**config.mk**
```make
export PLATFORM = sky130hd
export DESIGN_NAME = psdq_ctrl
export DESIGN_NICKNAME = d
export VERILOG_FILES = /design/src/rtl/core/psdq_pkg.sv /design/src/rtl/core/psdq_ctrl.sv
export SDC_FILE = /design/constraint.sdc
export NUM_CORES = 1
export LEC_CHECK = 0
export ABC_AREA = 1
export BUFFER_PORTS_ARGS = -buffer_cell sky130_fd_sc_hd__buf_2
export CORE_ASPECT_RATIO = 1.4
export CORE_MARGIN = 10
export CORE_UTILIZATION = 45
export DETAILED_ROUTE_END_ITERATION = 6
export HOLD_SLACK_MARGIN = 0.1
export PLACE_DENSITY = 0.78
export REMOVE_ABC_BUFFERS = 1
export SETUP_SLACK_MARGIN = 0.15
export SLEW_MARGIN = 20
export SYNTH_ARGS = -nofsm -noshare
export SYNTH_HDL_FRONTEND = slang
export SYNTH_SLANG_ARGS = --single-unit
```
**constraint.sdc**
```tcl
create_clock -name clock -period 2.4 [get_ports clock]
set_input_delay 0.48 -clock clock [delete_from_list [all_inputs] [get_ports clock]]
set_output_delay 0.48 -clock clock [all_outputs]
set_load 0.1 [all_outputs]
```
**src/rtl/core/psdq_pkg.sv**
```systemverilog
// ----------------------------------------------------------------------------
// psdq_pkg
// Shared constants, datapath op codes and controller/datapath link types.
// ----------------------------------------------------------------------------
package psdq_pkg;

   localparam int MAX_VERTICES = 64;
   localparam int VIDX_W       = 6;
   localparam int COORD_W      = 16;
   localparam int VCNT_W       = 7;
   localparam int OP_W         = 5;

   // datapath op codes
   localparam logic [OP_W-1:0] OP_NONE     = 5'd0;
   localparam logic [OP_W-1:0] OP_WRITE    = 5'd1;
   localparam logic [OP_W-1:0] OP_START    = 5'd2;
   localparam logic [OP_W-1:0] OP_LOAD_A   = 5'd3;
   localparam logic [OP_W-1:0] OP_LOAD_B   = 5'd4;
   localparam logic [OP_W-1:0] OP_DEN1     = 5'd5;
   localparam logic [OP_W-1:0] OP_DEN2     = 5'd6;
   localparam logic [OP_W-1:0] OP_SIDE1    = 5'd7;
   localparam logic [OP_W-1:0] OP_SIDE2    = 5'd8;
   localparam logic [OP_W-1:0] OP_NUM1     = 5'd9;
   localparam logic [OP_W-1:0] OP_NUM2     = 5'd10;
   localparam logic [OP_W-1:0] OP_CLASS    = 5'd11;
   localparam logic [OP_W-1:0] OP_PX1      = 5'd12;
   localparam logic [OP_W-1:0] OP_PX2      = 5'd13;
   localparam logic [OP_W-1:0] OP_DIVX     = 5'd14;
   localparam logic [OP_W-1:0] OP_CX       = 5'd15;
   localparam logic [OP_W-1:0] OP_PY1      = 5'd16;
   localparam logic [OP_W-1:0] OP_PY2      = 5'd17;
   localparam logic [OP_W-1:0] OP_DIVY     = 5'd18;
   localparam logic [OP_W-1:0] OP_CY       = 5'd19;
   localparam logic [OP_W-1:0] OP_D1       = 5'd20;
   localparam logic [OP_W-1:0] OP_D2       = 5'd21;
   localparam logic [OP_W-1:0] OP_D3       = 5'd22;
   localparam logic [OP_W-1:0] OP_CMP      = 5'd23;
   localparam logic [OP_W-1:0] OP_SQ       = 5'd24;
   localparam logic [OP_W-1:0] OP_DIST     = 5'd25;
   localparam logic [OP_W-1:0] OP_G1       = 5'd26;
   localparam logic [OP_W-1:0] OP_GDIV     = 5'd27;
   localparam logic [OP_W-1:0] OP_GSQ      = 5'd28;
   localparam logic [OP_W-1:0] OP_GSET     = 5'd29;
   localparam logic [OP_W-1:0] OP_OUT      = 5'd30;
   localparam logic [OP_W-1:0] OP_OUT_ZERO = 5'd31;

   localparam logic REQ_LOAD  = 1'b0;
   localparam logic REQ_QUERY = 1'b1;

   typedef struct packed {
      logic [OP_W-1:0]   op;
      logic              rd_en;
      logic [VIDX_W-1:0] rd_addr;
      logic [VIDX_W-1:0] edge_idx;
      logic              comp;      // 0: x component, 1: y component
   } psdq_cmd_type;

   typedef struct packed {
      logic busy;       // divider or root unit running
      logic proj_need;  // interior projection needed on current edge
      logic grad_none;  // zero distance on a degenerate edge
   } psdq_status_type;

endpackage

```
**src/rtl/core/psdq_ctrl.sv**
```systemverilog
// ----------------------------------------------------------------------------
// psdq_ctrl
// Sequencer: request intake, per-edge op sequence, final distance and
// gradient steps, vertex count register and result valid.
// ----------------------------------------------------------------------------
module psdq_ctrl (
   input  logic                            clock,
   input  logic                            reset,
   input  logic                            req_valid,
   input  logic                            req_kind,
   output logic                            req_ready,
   output logic                            rsp_valid,
   input  logic                            rsp_ready,
   input  logic                            csr_valid,
   input  logic [psdq_pkg::VCNT_W-1:0]     csr_data,
   output logic                            csr_ready,
   input  psdq_pkg::psdq_status_type       status,
   output psdq_pkg::psdq_cmd_type          cmd
);
   import psdq_pkg::*;

   localparam logic [4:0] ST_IDLE  = 5'd0;
   localparam logic [4:0] ST_ZERO  = 5'd1;
   localparam logic [4:0] ST_RD0W  = 5'd2;
   localparam logic [4:0] ST_EDGEW = 5'd3;
   localparam logic [4:0] ST_DEN1  = 5'd4;
   localparam logic [4:0] ST_DEN2  = 5'd5;
   localparam logic [4:0] ST_SIDE1 = 5'd6;
   localparam logic [4:0] ST_SIDE2 = 5'd7;
   localparam logic [4:0] ST_NUM1  = 5'd8;
   localparam logic [4:0] ST_NUM2  = 5'd9;
   localparam logic [4:0] ST_CLASS = 5'd10;
   localparam logic [4:0] ST_PX1   = 5'd11;
   localparam logic [4:0] ST_PX2   = 5'd12;
   localparam logic [4:0] ST_DIVX  = 5'd13;
   localparam logic [4:0] ST_WDX   = 5'd14;
   localparam logic [4:0] ST_PY1   = 5'd15;
   localparam logic [4:0] ST_PY2   = 5'd16;
   localparam logic [4:0] ST_DIVY  = 5'd17;
   localparam logic [4:0] ST_WDY   = 5'd18;
   localparam logic [4:0] ST_D1    = 5'd19;
   localparam logic [4:0] ST_D2    = 5'd20;
   localparam logic [4:0] ST_D3    = 5'd21;
   localparam logic [4:0] ST_CMP   = 5'd22;
   localparam logic [4:0] ST_FSQ   = 5'd23;
   localparam logic [4:0] ST_WSQ   = 5'd24;
   localparam logic [4:0] ST_G1    = 5'd25;
   localparam logic [4:0] ST_GDIV  = 5'd26;
   localparam logic [4:0] ST_WGD   = 5'd27;
   localparam logic [4:0] ST_WGS   = 5'd28;
   localparam logic [4:0] ST_OUT   = 5'd29;

   localparam logic [VCNT_W-1:0] MAX_N = VCNT_W'(MAX_VERTICES);

   logic [4:0]        state_ff, state_in;
   logic [VIDX_W-1:0] i_ff, i_in;
   logic              comp_ff, comp_in;
   logic [VCNT_W-1:0] vcnt_ff;
   logic              rsp_valid_ff, rsp_valid_in;

   logic [VCNT_W-1:0] n_use, i_p1, i_p2;
   logic              out_free, out_fire;

   assign n_use    = (vcnt_ff > MAX_N) ? MAX_N : vcnt_ff;
   assign i_p1     = {1'b0, i_ff} + 7'd1;
   assign i_p2     = {1'b0, i_ff} + 7'd2;
   assign out_free = !rsp_valid_ff || rsp_ready;

   always_comb begin
      state_in     = state_ff;
      i_in         = i_ff;
      comp_in      = comp_ff;
      cmd.op       = OP_NONE;
      cmd.rd_en    = 1'b0;
      cmd.rd_addr  = '0;
      cmd.edge_idx = i_ff;
      cmd.comp     = comp_ff;
      out_fire     = 1'b0;
      case (state_ff)
         ST_IDLE: begin
            if (req_valid) begin
               if (req_kind == REQ_LOAD) begin
                  cmd.op = OP_WRITE;
               end else if (n_use < 7'd3) begin
                  state_in = ST_ZERO;
               end else begin
                  cmd.op      = OP_START;
                  cmd.rd_en   = 1'b1;
                  cmd.rd_addr = '0;
                  i_in        = '0;
                  state_in    = ST_RD0W;
               end
            end
         end
         ST_ZERO: begin
            if (out_free) begin
               cmd.op   = OP_OUT_ZERO;
               out_fire = 1'b1;
               state_in = ST_IDLE;
            end
         end
         ST_RD0W: begin
            cmd.op      = OP_LOAD_A;
            cmd.rd_en   = 1'b1;
            cmd.rd_addr = VIDX_W'(1);
            state_in    = ST_EDGEW;
         end
         ST_EDGEW: begin cmd.op = OP_LOAD_B; state_in = ST_DEN1;  end
         ST_DEN1:  begin cmd.op = OP_DEN1;   state_in = ST_DEN2;  end
         ST_DEN2:  begin cmd.op = OP_DEN2;   state_in = ST_SIDE1; end
         ST_SIDE1: begin cmd.op = OP_SIDE1;  state_in = ST_SIDE2; end
         ST_SIDE2: begin cmd.op = OP_SIDE2;  state_in = ST_NUM1;  end
         ST_NUM1:  begin cmd.op = OP_NUM1;   state_in = ST_NUM2;  end
         ST_NUM2:  begin cmd.op = OP_NUM2;   state_in = ST_CLASS; end
         ST_CLASS: begin
            cmd.op   = OP_CLASS;
            state_in = status.proj_need ? ST_PX1 : ST_D1;
         end
         ST_PX1:  begin cmd.op = OP_PX1;  state_in = ST_PX2;  end
         ST_PX2:  begin cmd.op = OP_PX2;  state_in = ST_DIVX; end
         ST_DIVX: begin cmd.op = OP_DIVX; state_in = ST_WDX;  end
         ST_WDX: begin
            if (!status.busy) begin
               cmd.op   = OP_CX;
               state_in = ST_PY1;
            end
         end
         ST_PY1:  begin cmd.op = OP_PY1;  state_in = ST_PY2;  end
         ST_PY2:  begin cmd.op = OP_PY2;  state_in = ST_DIVY; end
         ST_DIVY: begin cmd.op = OP_DIVY; state_in = ST_WDY;  end
         ST_WDY: begin
            if (!status.busy) begin
               cmd.op   = OP_CY;
               state_in = ST_D1;
            end
         end
         ST_D1: begin cmd.op = OP_D1; state_in = ST_D2; end
         ST_D2: begin cmd.op = OP_D2; state_in = ST_D3; end
         ST_D3: begin cmd.op = OP_D3; state_in = ST_CMP; end
         ST_CMP: begin
            cmd.op = OP_CMP;
            if (i_p1 == n_use) begin
               state_in = ST_FSQ;
            end else begin
               // fetch far vertex of the next edge, wrapping to vertex 0
               cmd.rd_en   = 1'b1;
               cmd.rd_addr = (i_p2 == n_use) ? '0 : i_p2[VIDX_W-1:0];
               i_in        = i_p1[VIDX_W-1:0];
               state_in    = ST_EDGEW;
            end
         end
         ST_FSQ: begin cmd.op = OP_SQ; state_in = ST_WSQ; end
         ST_WSQ: begin
            if (!status.busy) begin
               cmd.op   = OP_DIST;
               comp_in  = 1'b0;
               state_in = status.grad_none ? ST_OUT : ST_G1;
            end
         end
         ST_G1:   begin cmd.op = OP_G1;   state_in = ST_GDIV; end
         ST_GDIV: begin cmd.op = OP_GDIV; state_in = ST_WGD;  end
         ST_WGD: begin
            if (!status.busy) begin
               cmd.op   = OP_GSQ;
               state_in = ST_WGS;
            end
         end
         ST_WGS: begin
            if (!status.busy) begin
               cmd.op = OP_GSET;
               if (comp_ff) begin
                  state_in = ST_OUT;
               end else begin
                  comp_in  = 1'b1;
                  state_in = ST_G1;
               end
            end
         end
         ST_OUT: begin
            if (out_free) begin
               cmd.op   = OP_OUT;
               out_fire = 1'b1;
               state_in = ST_IDLE;
            end
         end
         default: begin
            state_in = ST_IDLE;
         end
      endcase
   end

   assign rsp_valid_in = out_fire || (rsp_valid_ff && !rsp_ready);

   always_ff @(posedge clock) begin
      if (reset) begin
         state_ff     <= ST_IDLE;
         i_ff         <= '0;
         comp_ff      <= 1'b0;
         vcnt_ff      <= '0;
         rsp_valid_ff <= 1'b0;
      end else begin
         state_ff     <= state_in;
         i_ff         <= i_in;
         comp_ff      <= comp_in;
         rsp_valid_ff <= rsp_valid_in;
         if (csr_valid) begin
            vcnt_ff <= csr_data;
         end
      end
   end

   assign req_ready = (state_ff == ST_IDLE);
   assign rsp_valid = rsp_valid_ff;
   assign csr_ready = 1'b1;

endmodule

```
* Word level (Yosys, flattened, before mapping) *
Index checks and enable logic that the tools add are counted.

word-level totals
  input bits = 16
  output and inout bits = 22
  flip-flop bits (word level) = 20
  logic and storage cells = 102

operators by class
  add/sub/neg operators = 2
  muxes and demuxes = 40
  equal/unequal tests = 41
  order comparisons = 2
  reductions and logical operators = 12

operators with widths
  cell                   number
  $pmux W5 S30           1
  $pmux W5 S29           1
  $mux W5                17
  $eq A5 B5 Y1 const B   14
  $eq A5 B4 Y1 const B   8
  $mux W6                5
  $mux W7                3
  $pmux W7 S3            1
  $eq A5 B3 Y1 const B   4
  $ne A2 B2 Y1 const B   9
  $eq A7 B7 Y1           2
  $mux W12               1
  $pmux W6 S2            1
  $eq A5 B2 Y1 const B   2
  $mux W9                1
  $reduce_and A8 Y1      1
  $add A6 B1 Y7 const B  1
  $add A6 B2 Y7 const B  1
  $gt A7 B7 Y1 const B   1
  $lt A7 B2 Y1 const B   1
  $mux W3                2
  $eq A5 B1 Y1 const B   1
  $logic_not A5 Y1       1
  $reduce_and A5 Y1      1
  11 further kinds       17

* Longest topological paths before layout *
  word-level depth = 7
  depth in mapped cells = 13
  mapped depth without buffers = 13

* Worst setup path before layout *
OpenSTA, ideal clock, no wires.

  path type = register to output
  start = register i_ff[1]
  end = output cmd[7] in the netlist's numbering
  path buffers = 0
  stages on the path, launching flop included = 10
  slack = -1.709 ns
  data arrival time = 3.629 ns
  data required time = 1.920 ns
  path through = dfxtp_1 > ha_1 > nand2_1 > nor2_2 > xor2_1 > xor2_1 > inv_1 > nand4_1 > nand2_2 > o21ai_1

RTL lines
  what                      RTL line          text
  start: declaration        psdq_ctrl.sv:56   logic [VIDX_W-1:0] i_ff, i_in;
  start signal: assignment  psdq_ctrl.sv:203  i_ff <= i_in;
  end: declaration          psdq_ctrl.sv:18   output psdq_pkg::psdq_cmd_type cmd

==> results.yml <==
run_status:
  status: "finished with violations"
  violations: "negative setup slack"
hold_path:
  hold_class: "in2reg"
logic_synthesis:
  netlist.area_leader.share_pct: 21.2
  yosys.area.top_type: "dfxtp_1"
  syn_area_per_cell_um2: 5.75
  async_flop_share_pct: 0
  syn_area_mm2: 0.00189
  synth_edf_count: 0
  yosysSeqAreaShare_pct: 21.2
  netlist-cell-type-count: 34
  ys_seq_elements: 20
  ys.warnings.count: 0
  netlist_top_cells_area: "dfxtp_1 21%, nand2_1 18%, nor2_1 7.8%, nand3_1 7.7%, inv_1 7.6%"
  synthCells: 328
  ys.flop_type: "dfxtp_1"
placed_design:
  io_buffers: 36
  post-place-ws_ns: -0.0478
  dpl.cell_count: 425
  dpl.hpwl_um: 5640
  place.gp.congestion: 1.00
route:
  dr.first_iter.drc_count: 275
  drt-pass1-iter-count: 4
  drc: 0
  routed_wirelength_um: 9190
  wl_per_cell_um: 19.7
  vias_per_cell: 6.02
  vias: 2805
  postRouteAntennaNets: 0
critical_path:
  startpoint_type: "flop"
  critPathKind: "reg2out"
  cp_cell_sequence: "ha_4 > nand2_4 > nor2_4 > xor2_2 > xor2_1 > inv_1 > nand4_1 > nand2_8 > nor2_2 > buf_12"
  cp-end-kind: "output pin"
  cpPeakStageDelay_ns: 0.40
  arrival_ns: 2.18
  critPathRequiredTime_ns: 1.92
  path_buf_inv: 2
  cp_max_fo: 6
  crit_path_top_delay_cell: "dfxtp_4"
  crit_family: "simple AND/OR/NAND/NOR gates"
clock_tree:
  root_buffer: "clkbuf_8"
  cts_max_path_buffers: 2
  hold_buffers: 0
  cts-htree-levels: 1
  cts_sinks: 20
  clkTransAtPathRegs_ns: 0.08
  numCtsBuffers: 3
  cts_tree: "done"
  clock_latency_ns: 0.26
timing:
  hold_ws_ns: 0.444
  timing.final.crit_period_ns: 2.66
  fmax_ghz: 0.377
  setup_viol: 8
  hold_viol: 0
  final-max-slew-violation-count: 0
  rsz0062_at_grt: "yes"
  final.setup.worst_slack_ns: -0.255
  skew_ns: 0.00142
  period_share_pct: 111
power:
  pwr_density_cell_mw_per_mm2: 540
  pwr-share-seq_pct: 20.9
  p_clk_share_pct: 14.7
  power.net_switching_mw: 0.927
  p_comb_share_pct: 64.5
  peakVddDrop_v: 0.000680
  power_mw: 1.81
  p_int_mw: 0.886
  power_leakage_nw: 1.62
  p_sw_share_pct: 51.1
global_route:
  overflow: 0
  antenna_found_initial: 0
  grtUsageTotal_pct: 20.8
  grt_first_pass_wirelength_um: 12200
  grt_max_degree: 13
  grt_pass1_vias: 2599
die:
  coreArea_mm2: 0.00399
  num_rows: 27
  fp.dieArea_mm2: 0.00722
  start_util_pct: 47.3
  io_pins: 38
  die_y_um: 96.6
  die_x_um: 74.7
layout:
  n_antenna_cell: 0
  area_growth_pct: 77.9
  stdcell_count: 466
  drive_gt1_share_pct: 51.1
  fin_nets: 442
  final_core_util_pct: 84.2
run:
  maxCapViolations: 0
## cells in the mapped netlist, types with 2 or more instances
cell type	number
nor2_1	39
nor2_2	5
nand3_1	29
o211ai_1	2
buf_4	2
inv_1	38
xor2_1	7
buf_2	2
nor3_2	2
nor2_4	3
nand2_2	4
nor4_1	3
dfxtp_1	20
inv_2	6
o21ai_1	6
nand4_1	13
clkbuf_1	2
o2111ai_1	2
nand2_1	90
nor3_1	4
o21ai_0	10
a21oi_1	22
nand3_2	4
nand3b_1	2
ha_1	2
## worst reg2reg max path: cells and delay by family (launching register included)
kind	cells	cell delay, ns
AND/OR/NAND/NOR	10	0.96
flip-flops	1	0.40
buffers and inverters	4	0.42
adder cells (fa/ha/maj)	1	0.16
## power by group through the flow
stage | registers [mW] | clock network (mW) | logic [mW]
after floorplan | 0.390 | 0 | 0.599
after global placement | 0.377 | 0 | 0.881
after detailed placement | 0.377 | 0 | 0.883
after CTS | 0.374 | 0.262 | 1.02
after global routing | 0.381 | 0.277 | 1.21
final | 0.378 | 0.266 | 1.17
## layout by cell type (no fill, tap or decap), drive strengths merged
cell	instances
dfxtp	20
nand4	14
xor2	7
nor3	6
a31oi	1
inv	44
buf	95
clkinv	2
conb	1
nor3b	1
nand3b	2
nand3	33
o2111a	1
and2	1
nand2	94
ha	2
o2111ai	2
nor4b	1
a21oi	22
o21ai	16
nor2	47
clkbuf	5
nor4	3
bufbuf	1
o211ai	2
## area by class of cell
class | count | area, µm²
Clock buffer | 4 | 55.1
Fill cell | 225 | 629
Inverter | 46 | 184
Multi-Input combinational cell | 256 | 1740
Sequential cell | 20 | 427
Tap cell | 43 | 53.8
Timing Repair Buffer | 97 | 902
## worst paths after layout
path	start	end	slack, ns	cells after the start
worst max register to register	i_ff[1]	i_ff[0]	0.36	15
worst max-delay path	i_ff[1]	cmd[12]	-0.26	10
worst min-delay path	csr_data[4]	vcnt_ff[4]	0.44	3
worst min register to register	vcnt_ff[3]	vcnt_ff[3]	0.48	2
## cells by family (layout without fill, tap and decap cells)
family          count (synthesis)  count (layout)  synth area share (%)
xor+xnor                        7               7                  3.25
fa+ha+maj                       2               2                  1.33
compound gates                 44              44                  12.7
flops                          20              20                  21.2
buf+inv                        52             147                  10.9
simple gates                  202             202                  50.3
other cells                     1               1                 0.199
## sequential cells by signal (all words and copies together), names as in the netlist
register,flops
state_ff,5
vcnt_ff,7
i_ff,6
comp_ff,1
rsp_valid,1
## routing by layer
metal | global-route usage (%) | share of wire [%]
met5 | 0 | 0
met4 | 11.5 | 8.3
met3 | 3.98 | 6.6
met2 | 38.8 | 53
met1 | 20.0 | 32
## per-stage QoR
step	area [µm²]	setup TNS, ns
2_1_floorplan	1850	-14.92
3_3_place_gp	2420	-0.0202
3_5_place_dp	2420	-0.114
4_1_cts	2930	-0.686
5_1_grt	3360	-2.36
6_report	3360	-1.52
## what timing repair did
item | CTS | global route
buffers inserted | 16 | 20
endpoints found under the setup margin | 13 | 13
pin swaps | 24 | 33
endpoints found under the hold margin | 0 | 0
gates cloned | 1 | 0
resized for setup | 85 | 70
(Power assumes the default switching activity.)
